## config.mk

```make
export PLATFORM = sky130hd
export DESIGN_NAME = adsr_envelope_generator_top
export DESIGN_NICKNAME = d
export VERILOG_FILES = /design/src/sv/adsr_pkg.sv /design/src/sv/adsr_envelope_generator_top.sv
export SDC_FILE = /design/constraint.sdc
export NUM_CORES = 2
export LEC_CHECK = 0
export ABC_AREA = 1
export BUFFER_PORTS_ARGS = -buffer_cell sky130_fd_sc_hd__buf_2
export CAP_MARGIN = 20
export CORE_ASPECT_RATIO = 2
export CORE_MARGIN = 8
export CORE_UTILIZATION = 45
export DETAILED_ROUTE_END_ITERATION = 10
export PLACE_DENSITY_LB_ADDON = 0.05
export SLEW_MARGIN = 10
export SYNTH_ARGS = -nofsm -noshare
export SYNTH_HDL_FRONTEND = slang
export SYNTH_SLANG_ARGS = --single-unit
```

## constraint.sdc

```tcl
create_clock -name i_clk -period 22 [get_ports i_clk]
set_clock_uncertainty 0.05 [all_clocks]
set_input_delay 3.3 -clock i_clk [delete_from_list [all_inputs] [get_ports i_clk]]
set_output_delay 3.3 -clock i_clk [all_outputs]
set_load 0.05 [all_outputs]
```

## src/sv/adsr_pkg.sv

```systemverilog
`timescale 1ns / 1ps

package adsr_pkg;

    localparam int LEVEL_W   = 32;
    localparam int PHASE_W   = 3;
    localparam int CMD_W     = 2;
    localparam int DT_W      = 16;
    localparam int SUSTAIN_W = 7;
    localparam int CFG_IDX_W = 2;
    localparam int CFG_W     = 32;
    localparam int PROD_W    = LEVEL_W + DT_W;

    localparam int S_TDATA_W = 16;  // dt_ms
    localparam int S_TUSER_W = 2;   // command
    localparam int M_TDATA_W = 40;  // level, phase, zero fill

    typedef logic [LEVEL_W-1:0] t_level;
    typedef logic [PHASE_W-1:0] t_phase;
    typedef logic [CMD_W-1:0]   t_cmd;

    localparam t_level FULL_SCALE   = '1;
    localparam t_level SUSTAIN_UNIT = t_level'(64'hFFFF_FFFF / 64'd127);

    // commands
    localparam t_cmd CMD_TICK    = 2'd0;
    localparam t_cmd CMD_TRIGGER = 2'd1;
    localparam t_cmd CMD_STOP    = 2'd2;
    localparam t_cmd CMD_OFF     = 2'd3;

    // envelope phases
    localparam t_phase PH_OFF     = 3'd0;
    localparam t_phase PH_ATTACK  = 3'd1;
    localparam t_phase PH_DECAY   = 3'd2;
    localparam t_phase PH_SUSTAIN = 3'd3;
    localparam t_phase PH_RELEASE = 3'd4;

    // register indexes
    localparam logic [CFG_IDX_W-1:0] REG_ATTACK  = 2'd0;
    localparam logic [CFG_IDX_W-1:0] REG_DECAY   = 2'd1;
    localparam logic [CFG_IDX_W-1:0] REG_RELEASE = 2'd2;
    localparam logic [CFG_IDX_W-1:0] REG_SUSTAIN = 2'd3;

    // rate * dt, clamped to full scale
    function automatic t_level sat_mul(input t_level rate, input logic [DT_W-1:0] dt);
        logic [PROD_W-1:0] p;
        p = PROD_W'(rate) * PROD_W'(dt);
        sat_mul = (p[PROD_W-1:LEVEL_W] != '0) ? FULL_SCALE : p[LEVEL_W-1:0];
    endfunction

endpackage

```

## src/sv/adsr_envelope_generator_top.sv

```systemverilog
// ADSR envelope generator: one result transfer per input transfer.
// Pipeline: two register stages (input/product register, then the envelope state register,
// which is also the result register).
// Throughput: one command per cycle; the input stalls only while both stages hold data
// and the result transfer is held off.
// Reset (i_rst_n low, synchronous): phase off, level 0, all rates all ones, sustain 127 steps.
`timescale 1ns / 1ps

module adsr_envelope_generator_top (
    input  logic                              i_clk,
    input  logic                              i_rst_n,
    // command stream
    input  logic                              s_axis_tvalid,
    output logic                              s_axis_tready,
    input  logic [adsr_pkg::S_TDATA_W-1:0]    s_axis_tdata,   // [15:0] dt_ms
    input  logic [adsr_pkg::S_TUSER_W-1:0]    s_axis_tuser,   // [1:0] command
    // result stream
    output logic                              m_axis_tvalid,
    input  logic                              m_axis_tready,
    output logic [adsr_pkg::M_TDATA_W-1:0]    m_axis_tdata,   // [31:0] level, [34:32] phase
    // register writes
    input  logic                              i_cfg_valid,
    output logic                              o_cfg_ready,
    input  logic [adsr_pkg::CFG_IDX_W-1:0]    i_cfg_index,
    input  logic [adsr_pkg::CFG_W-1:0]        i_cfg_data
);

    // ---------------------------------------------------------------
    // Configuration registers. The sustain step is stored already
    // scaled to its target level (7-bit by constant multiply).
    // ---------------------------------------------------------------
    adsr_pkg::t_level r_atk_slope;
    adsr_pkg::t_level r_dec_slope;
    adsr_pkg::t_level r_rel_slope;
    adsr_pkg::t_level r_target;

    assign o_cfg_ready = 1'b1;

    always_ff @(posedge i_clk) begin
        if (!i_rst_n) begin
            r_atk_slope <= adsr_pkg::FULL_SCALE;
            r_dec_slope <= adsr_pkg::FULL_SCALE;
            r_rel_slope <= adsr_pkg::FULL_SCALE;
            r_target    <= adsr_pkg::t_level'(adsr_pkg::SUSTAIN_UNIT * 32'd127);
        end else if (i_cfg_valid && o_cfg_ready) begin
            case (i_cfg_index)
                adsr_pkg::REG_ATTACK:  r_atk_slope <= i_cfg_data[adsr_pkg::LEVEL_W-1:0];
                adsr_pkg::REG_DECAY:   r_dec_slope <= i_cfg_data[adsr_pkg::LEVEL_W-1:0];
                adsr_pkg::REG_RELEASE: r_rel_slope <= i_cfg_data[adsr_pkg::LEVEL_W-1:0];
                adsr_pkg::REG_SUSTAIN: r_target <= adsr_pkg::t_level'(
                    adsr_pkg::SUSTAIN_UNIT *
                    adsr_pkg::t_level'(i_cfg_data[adsr_pkg::SUSTAIN_W-1:0]));
                default: ;
            endcase
        end
    end

    // ---------------------------------------------------------------
    // Pipeline control. Stage A holds the command and the three
    // saturated step products; the envelope state register is the
    // result register, so it only moves when its old value has left.
    // ---------------------------------------------------------------
    logic r_a_vld;
    logic r_out_vld;
    logic w_b_free;   // result slot empty or being taken this cycle
    logic w_b_load;   // stage A commits into the state this cycle

    assign w_b_free      = !r_out_vld || m_axis_tready;
    assign w_b_load      = r_a_vld && w_b_free;
    assign s_axis_tready = !r_a_vld || w_b_free;

    adsr_pkg::t_cmd   r_a_cmd;
    adsr_pkg::t_level r_a_step_att;
    adsr_pkg::t_level r_a_step_dec;
    adsr_pkg::t_level r_a_step_rel;

    always_ff @(posedge i_clk) begin
        if (!i_rst_n) begin
            r_a_vld <= 1'b0;
        end else if (s_axis_tready) begin
            r_a_vld <= s_axis_tvalid;
        end
    end

    // products depend only on dt and the rates, so they are formed at the input
    always_ff @(posedge i_clk) begin
        if (s_axis_tvalid && s_axis_tready) begin
            r_a_cmd      <= s_axis_tuser[adsr_pkg::CMD_W-1:0];
            r_a_step_att <= adsr_pkg::sat_mul(r_atk_slope, s_axis_tdata[adsr_pkg::DT_W-1:0]);
            r_a_step_dec <= adsr_pkg::sat_mul(r_dec_slope, s_axis_tdata[adsr_pkg::DT_W-1:0]);
            r_a_step_rel <= adsr_pkg::sat_mul(r_rel_slope, s_axis_tdata[adsr_pkg::DT_W-1:0]);
        end
    end

    // ---------------------------------------------------------------
    // Envelope update. Trigger and stop advance by zero time, so only
    // an immediate (all-ones) rate moves the level on those commands.
    // An immediate attack falls through into decay in the same pass.
    // ---------------------------------------------------------------
    adsr_pkg::t_phase r_phase;
    adsr_pkg::t_level r_level;
    adsr_pkg::t_phase n_phase;
    adsr_pkg::t_level n_level;

    always_comb begin
        logic                      tick;
        logic                      att_imm;
        logic                      dec_imm;
        logic                      rel_imm;
        adsr_pkg::t_level          step_a;
        adsr_pkg::t_level          step_d;
        adsr_pkg::t_level          step_r;
        adsr_pkg::t_phase          ph_in;
        logic [adsr_pkg::LEVEL_W:0] att_sum;
        adsr_pkg::t_level          dec_lvl;
        logic                      dec_reach;
        logic                      rel_reach;
        adsr_pkg::t_phase          dec_phase;
        adsr_pkg::t_level          dec_level;

        tick    = (r_a_cmd == adsr_pkg::CMD_TICK);
        att_imm = (r_atk_slope == adsr_pkg::FULL_SCALE);
        dec_imm = (r_dec_slope == adsr_pkg::FULL_SCALE);
        rel_imm = (r_rel_slope == adsr_pkg::FULL_SCALE);
        step_a  = tick ? r_a_step_att : '0;
        step_d  = tick ? r_a_step_dec : '0;
        step_r  = tick ? r_a_step_rel : '0;

        case (r_a_cmd)
            adsr_pkg::CMD_TICK:    ph_in = r_phase;
            adsr_pkg::CMD_TRIGGER: ph_in = adsr_pkg::PH_ATTACK;
            adsr_pkg::CMD_STOP:    ph_in = adsr_pkg::PH_RELEASE;
            default:               ph_in = adsr_pkg::PH_OFF;
        endcase

        // attack: carry out of the sum means the step overshoots full scale
        att_sum = {1'b0, r_level} + {1'b0, step_a};

        // decay starts from full scale when attack was immediate
        dec_lvl   = (ph_in == adsr_pkg::PH_ATTACK) ? adsr_pkg::FULL_SCALE : r_level;
        dec_reach = (dec_lvl < r_target) || (step_d > (dec_lvl - r_target));
        if (dec_imm || dec_reach) begin
            dec_phase = adsr_pkg::PH_SUSTAIN;
            dec_level = r_target;
        end else begin
            dec_phase = adsr_pkg::PH_DECAY;
            dec_level = dec_lvl - step_d;
        end

        rel_reach = step_r > r_level;

        case (ph_in)
            adsr_pkg::PH_ATTACK: begin
                if (att_imm) begin
                    n_phase = dec_phase;
                    n_level = dec_level;
                end else if (att_sum[adsr_pkg::LEVEL_W]) begin
                    n_phase = adsr_pkg::PH_DECAY;
                    n_level = adsr_pkg::FULL_SCALE;
                end else begin
                    n_phase = adsr_pkg::PH_ATTACK;
                    n_level = att_sum[adsr_pkg::LEVEL_W-1:0];
                end
            end
            adsr_pkg::PH_DECAY: begin
                n_phase = dec_phase;
                n_level = dec_level;
            end
            adsr_pkg::PH_SUSTAIN: begin
                n_phase = adsr_pkg::PH_SUSTAIN;
                n_level = r_level;
            end
            adsr_pkg::PH_RELEASE: begin
                if (rel_imm || rel_reach) begin
                    n_phase = adsr_pkg::PH_OFF;
                    n_level = '0;
                end else begin
                    n_phase = adsr_pkg::PH_RELEASE;
                    n_level = r_level - step_r;
                end
            end
            default: begin
                // off, force off, and unused codes
                n_phase = adsr_pkg::PH_OFF;
                n_level = '0;
            end
        endcase
    end

    always_ff @(posedge i_clk) begin
        if (!i_rst_n) begin
            r_phase   <= adsr_pkg::PH_OFF;
            r_level   <= '0;
            r_out_vld <= 1'b0;
        end else begin
            if (w_b_load) begin
                r_phase <= n_phase;
                r_level <= n_level;
            end
            if (w_b_free) begin
                r_out_vld <= r_a_vld;
            end
        end
    end

    assign m_axis_tvalid = r_out_vld;
    assign m_axis_tdata  = {{(adsr_pkg::M_TDATA_W - adsr_pkg::LEVEL_W - adsr_pkg::PHASE_W){1'b0}},
                            r_phase, r_level};

endmodule
```

Yosys cells after proc, flatten, opt, wreduce, memory -nomap -nowiden
Cells that the tools add are included.

word-level totals
  bits of input ports = 57
  output and inout port bits = 43
  logic and storage cells = 70
  register bits after elaboration = 259

cells by class
  mux-type cells = 15
  order comparisons = 3
  reductions and logical operators = 19
  multipliers = 4
  eq/ne operators = 12
  bitwise logic cells = 1
  add/subtract/negate cells = 4

operator list
  kind                   count
  $mux 32                8
  $mul 32x16->48         3
  $pmux 32 s4            1
  $eq 32x32->1 const B   3
  $sub 32x32->32         3
  $gt 32x32->1           2
  $reduce_bool 16->1     3
  $add 32x32->33         1
  $lt 32x32->1           1
  $mul 22x7->28 const A  1
  $pmux 3 s4             1
  $reduce_and 2->1       5
  $pmux 3 s3             1
  $eq 2x2->1 const B     3
  $eq 3x2->1 const B     2
  $mux 3                 2
  $logic_or 1x1->1       5
  $eq 2x1->1 const B     2
  $logic_not 2->1        2
  $eq 3x1->1 const B     1
  $eq 3x3->1 const B     1
  $logic_and 1x1->1      2
  $logic_not 1->1        2
  $mux 2                 1
  2 further kinds        2

Depth between registers and ports, before layout
  depth after elaboration = 11
  mapped depth = 39
  mapped depth without buffers = 36

Least setup slack after synthesis
No wires, ideal clock.

  path type = input -> register
  start = input s_axis_tdata[1] (netlist bit)
  end = register r_a_step_rel[10] (data pin)
  arrival time = 9.056 ns
  cell stages on the path = 27
  required time = 21.687 ns
  setup time = 0.263 ns
  path slack = 12.631 ns
  path buffers = 4
  cells stage by stage = clkbuf_1 clkbuf_1 buf_1 nand2_1 fa_1 inv_1 fa_1 fa_1 fa_1 fa_1 inv_1 fa_1 inv_1 ha_1 nand2_1 nor2_1 inv_1 nor2_1 inv_1 nor4_1 nand3_1 nand3_1 xnor2_1 nand3_2 nor2_4 buf_4 nand3_1

on the way
  longest elaborated chain between the ends = 2

ends and longest elaborated chain
  item                  line                               text
  start, declared       adsr_envelope_generator_top.sv:15  input logic [adsr_pkg::S_TDATA_W-1:0] s_axis_tdata,
  $mul 32x16->48 *      adsr_pkg.sv:47                     p = PROD_W'(rate) * PROD_W'(dt);
  $reduce_bool 16->1    adsr_pkg.sv:48                     sat_mul = (p[PROD_W-1:LEVEL_W] != '0) ? FULL_SCALE : p[LEVEL_W-1:0];
  end signal, assigned  adsr_envelope_generator_top.sv:91  r_a_step_rel <= adsr_pkg::sat_mul(r_rel_slope, s_axis_tdata[adsr_pkg::DT_W-1:0]);
  end, declared         adsr_envelope_generator_top.sv:75  adsr_pkg::t_level r_a_step_rel;

Mark *: on every way between the ends. The rest lies on a longest branch, timed or not.
A chain may end at the register's enable or synchronous reset.

Worst setup path in the final report
  start = input s_axis_tdata[9] (netlist bit)
  end = register r_a_step_att[18] (data pin)

on the way
  longest elaborated chain between the ends = 2

ends and longest elaborated chain
  item                  line                               text
  $mul 32x16->48 *      adsr_pkg.sv:47
  $reduce_bool 16->1    adsr_pkg.sv:48
  end signal, assigned  adsr_envelope_generator_top.sv:89  r_a_step_att <= adsr_pkg::sat_mul(r_atk_slope, s_axis_tdata[adsr_pkg::DT_W-1:0]);
  end, declared         adsr_envelope_generator_top.sv:73  adsr_pkg::t_level r_a_step_att;

Marks and branches as above.

==> results.cfg <==
[floorplan]
fp.coreArea_um2 = 155700
io-pin-count = 100
die_x_um = 295.9
rows = 205
die_h_um = 575.7
dieArea_um2 = 170300
start_util = 0.4528

[place]
detailed_place.area_um2 = 72450
hpwl_um = 234100
io_buffers = 93
gp_congestion = 1.065
place_inst = 11600

[timing]
setup_viol = 0
finalSetupTns_ns = 0
fin_crit_sh = 0.5402
rsz0062_at_grt = no
final.min_clock_period_ns = 11.88
hold_violations = 0
clock.fmax_ghz = 0.08415
final_max_slew_viol_count = 0
slew_headroom = 0.1356
tightest_slew_ns = 1.287

[clock_tree]
cts_tree = built
path_clk_slew_ns = 0.08
cts_buffers = 27
clock_sinks = 238
insertion_delay_ns = 0.70
cts-resized-gates = 0
hold_buffers = 0
root_buffer = clkbuf_16
cts_buffer_depth = 3
htree_levels = 1
cts_setup_buffers = 0

[yosys]
ys_seq_area_frac = 0.08151
async_reset_ff_frac = 0
syn-instance-count = 9795
synth_edf_count = 98
synth_top_area_cell = fa_1
synthTopCellsByArea = fa_1 36%, nand2_1 14%, inv_1 13%
synth-seq-cells = 238
syn_avg_cell_area_um2 = 7.197
synth.top_cell.area_share = 0.3573
synth_ff_type = dfxtp_1
synth.distinct_cells = 53
syn_area_um2 = 70490
synth_warnings = 0

[worst_hold_path]
min_delay_path_depth = 2
min_from = r_atk_slope[21]$_SDFFE_PN1P_
hold_class = flip-flop to flip-flop
holdPathEnd = r_atk_slope[21]$_SDFFE_PN1P_

[cells_and_area]
syn_to_final_growth_pct = 4.141
drive_gt1_frac = 0.03539
design_area_um2 = 73410
fill_cells = 16340
fin_util = 0.4715
fin_nets = 11390
finalNonFillerCells = 11660

[setup_path]
reg2reg_depth = 24
criticalPathCategory = primary input to flip-flop
crit_required_ns = 22.32
r2r_start = r_atk_slope[26]$_SDFFE_PN1P_
cp_data_arrival_time_ns = 12.20
path_common_cell = fa_1
endpoint_kind = flip-flop
rr_endpoint = r_a_step_att[18]$_SDFFCE_PP1P_
r2r_slack_ns = 13.26
slowest_stage = buf_4
max_stage_delay_ns = 0.64
cp-start-kind = primary input
critical_path_peak_fanout = 40

[grt]
grt_overflow = 0
grt_max_degree = 76
antenna_found_initial = 13
grt_pass1_vias = 68330
grt_usage = 0.3417
grt_pass1_wl_um = 428000

[routing]
wirelength_um = 289300
routedWlPerCell_um = 24.82
vias_per_cell = 5.378
drtIter0Drc = 3829
drc_errors = 0
first_pass_iters = 6
vias = 62690
ant_nets = 0

[run]
cap_violations = 0

[status]
status = finished clean
[registers in the layout, summed over array words and instances, names as in the netlist]
name / flops
r_a_step_att: 32
r_a_step_dec: 32
r_a_step_rel: 32
r_atk_slope: 32
r_dec_slope: 32
r_level: 32
r_rel_slope: 32
r_target: 7
r_phase: 3
r_a_cmd: 2
m_axis_tvalid: 1
r_a_vld: 1
[cells by family after synthesis]
| group | synth area share |
|---|---|
| simple gates | 0.2150 |
| buf+inv | 0.1608 |
| fa+ha+maj | 0.4487 |
| compound gates | 0.06622 |
| flops | 0.08151 |
| xor+xnor | 0.02771 |
| other cells | 0.0001065 |
[Yosys cell counts (10+ instances only)]
cell type / count
a21boi_0: 10
xnor2_1: 86
nor4_1: 23
o21bai_1: 36
o21ai_1: 16
or2_2: 29
buf_6: 12
a31oi_1: 35
nand3_1: 372
buf_4: 24
edfxtp_1: 98
a21oi_1: 375
inv_1: 2494
o21a_1: 10
buf_2: 28
fa_1: 1258
clkbuf_1: 330
nand3_2: 12
nand2_2: 19
a21o_1: 36
a21oi_2: 11
nand2_1: 2636
buf_1: 68
o211ai_1: 53
xor2_1: 137
ha_1: 515
nor3_1: 50
nand4_1: 53
dfxtp_1: 140
o21ai_0: 228
nor2_1: 557
[placed cells by master, fill, tap and decap left out, types with 11 or more instances in the layout]
cell,count
a21oi_1,375
nand2_1,2636
fa_1,1258
xnor2_1,86
o21ai_0,226
nor2_1,555
nand3_1,372
o211ai_1,53
edfxtp_1,98
ha_1,515
nor4_1,23
o21bai_1,36
nand3_2,12
nor3_1,45
xor2_1,136
buf_4,113
a21o_1,36
clkbuf_16,29
a31oi_1,35
nand2_2,19
dfxtp_1,140
o21ai_1,18
inv_1,2494
a21oi_2,11
buf_2,76
or2_2,29
nand4_1,53
[worst max-delay path by stage]
stage	start	endpoint	cells after the start
2_1_floorplan	s_axis_tdata[1]	r_a_step_rel[10]$_SDFFCE_PP1P_	27
3_3_place_gp	s_axis_tdata[9]	r_a_step_att[17]$_SDFFCE_PP1P_	27
3_5_place_dp	s_axis_tdata[9]	r_a_step_att[18]$_SDFFCE_PP1P_	27
4_1_cts	s_axis_tdata[9]	r_a_step_att[18]$_SDFFCE_PP1P_	27
5_1_grt	s_axis_tdata[9]	r_a_step_att[12]$_SDFFCE_PP1P_	27
6_report	s_axis_tdata[9]	r_a_step_att[18]$_SDFFCE_PP1P_	27
[layout make-up]
cell class | count | area (um2) | share of cell area
sequential | 238 | 5746 | 0.07826
antenna | 10 | 25.02 | 0.0003409
clock buffer | 32 | 737.0 | 0.01004
multi-input combinational | 6598 | 53470 | 0.7284
inverter | 2501 | 9390 | 0.1279
clock inverter | 18 | 183.9 | 0.002505
tap | 2070 | 2590 | 0.03528
timing repair buffer | 191 | 1267 | 0.01727
[metrics by stage]
| step | setup slack [ns] | hold slack (ns) |
|---|---|---|
| 2_1_floorplan | 12.63 | 0.4318 |
| 3_3_place_gp | 9.930 | 0.3929 |
| 3_5_place_dp | 9.908 | 0.3953 |
| 4_1_cts | 10.62 | 0.4119 |
| 5_1_grt | 9.911 | 0.4424 |
| 6_report | 10.12 | 0.4081 |
[critical path, delay by kind of cell]
kind | cells | cell delay (ns)
adder cells (fa/ha/maj) | 7 | 3.50
AND/OR/NAND/NOR | 11 | 2.99
buffers and inverters | 8 | 2.21
XOR/XNOR | 1 | 0.09
[metal layers]
layer | GRT usage | up-vias | wire length, um
met5 | 0 | - | 65
met4 | 0.3011 | 10 | 31270
met3 | 0.05440 | 1033 | 15530
met2 | 0.6300 | 2260 | 152100
met1 | 0.3203 | 31130 | 90410
li1 | - | 28260 | -
Power is not shown: default switching activity piles up to over one toggle a cycle in this logic, so the estimate is an artifact.
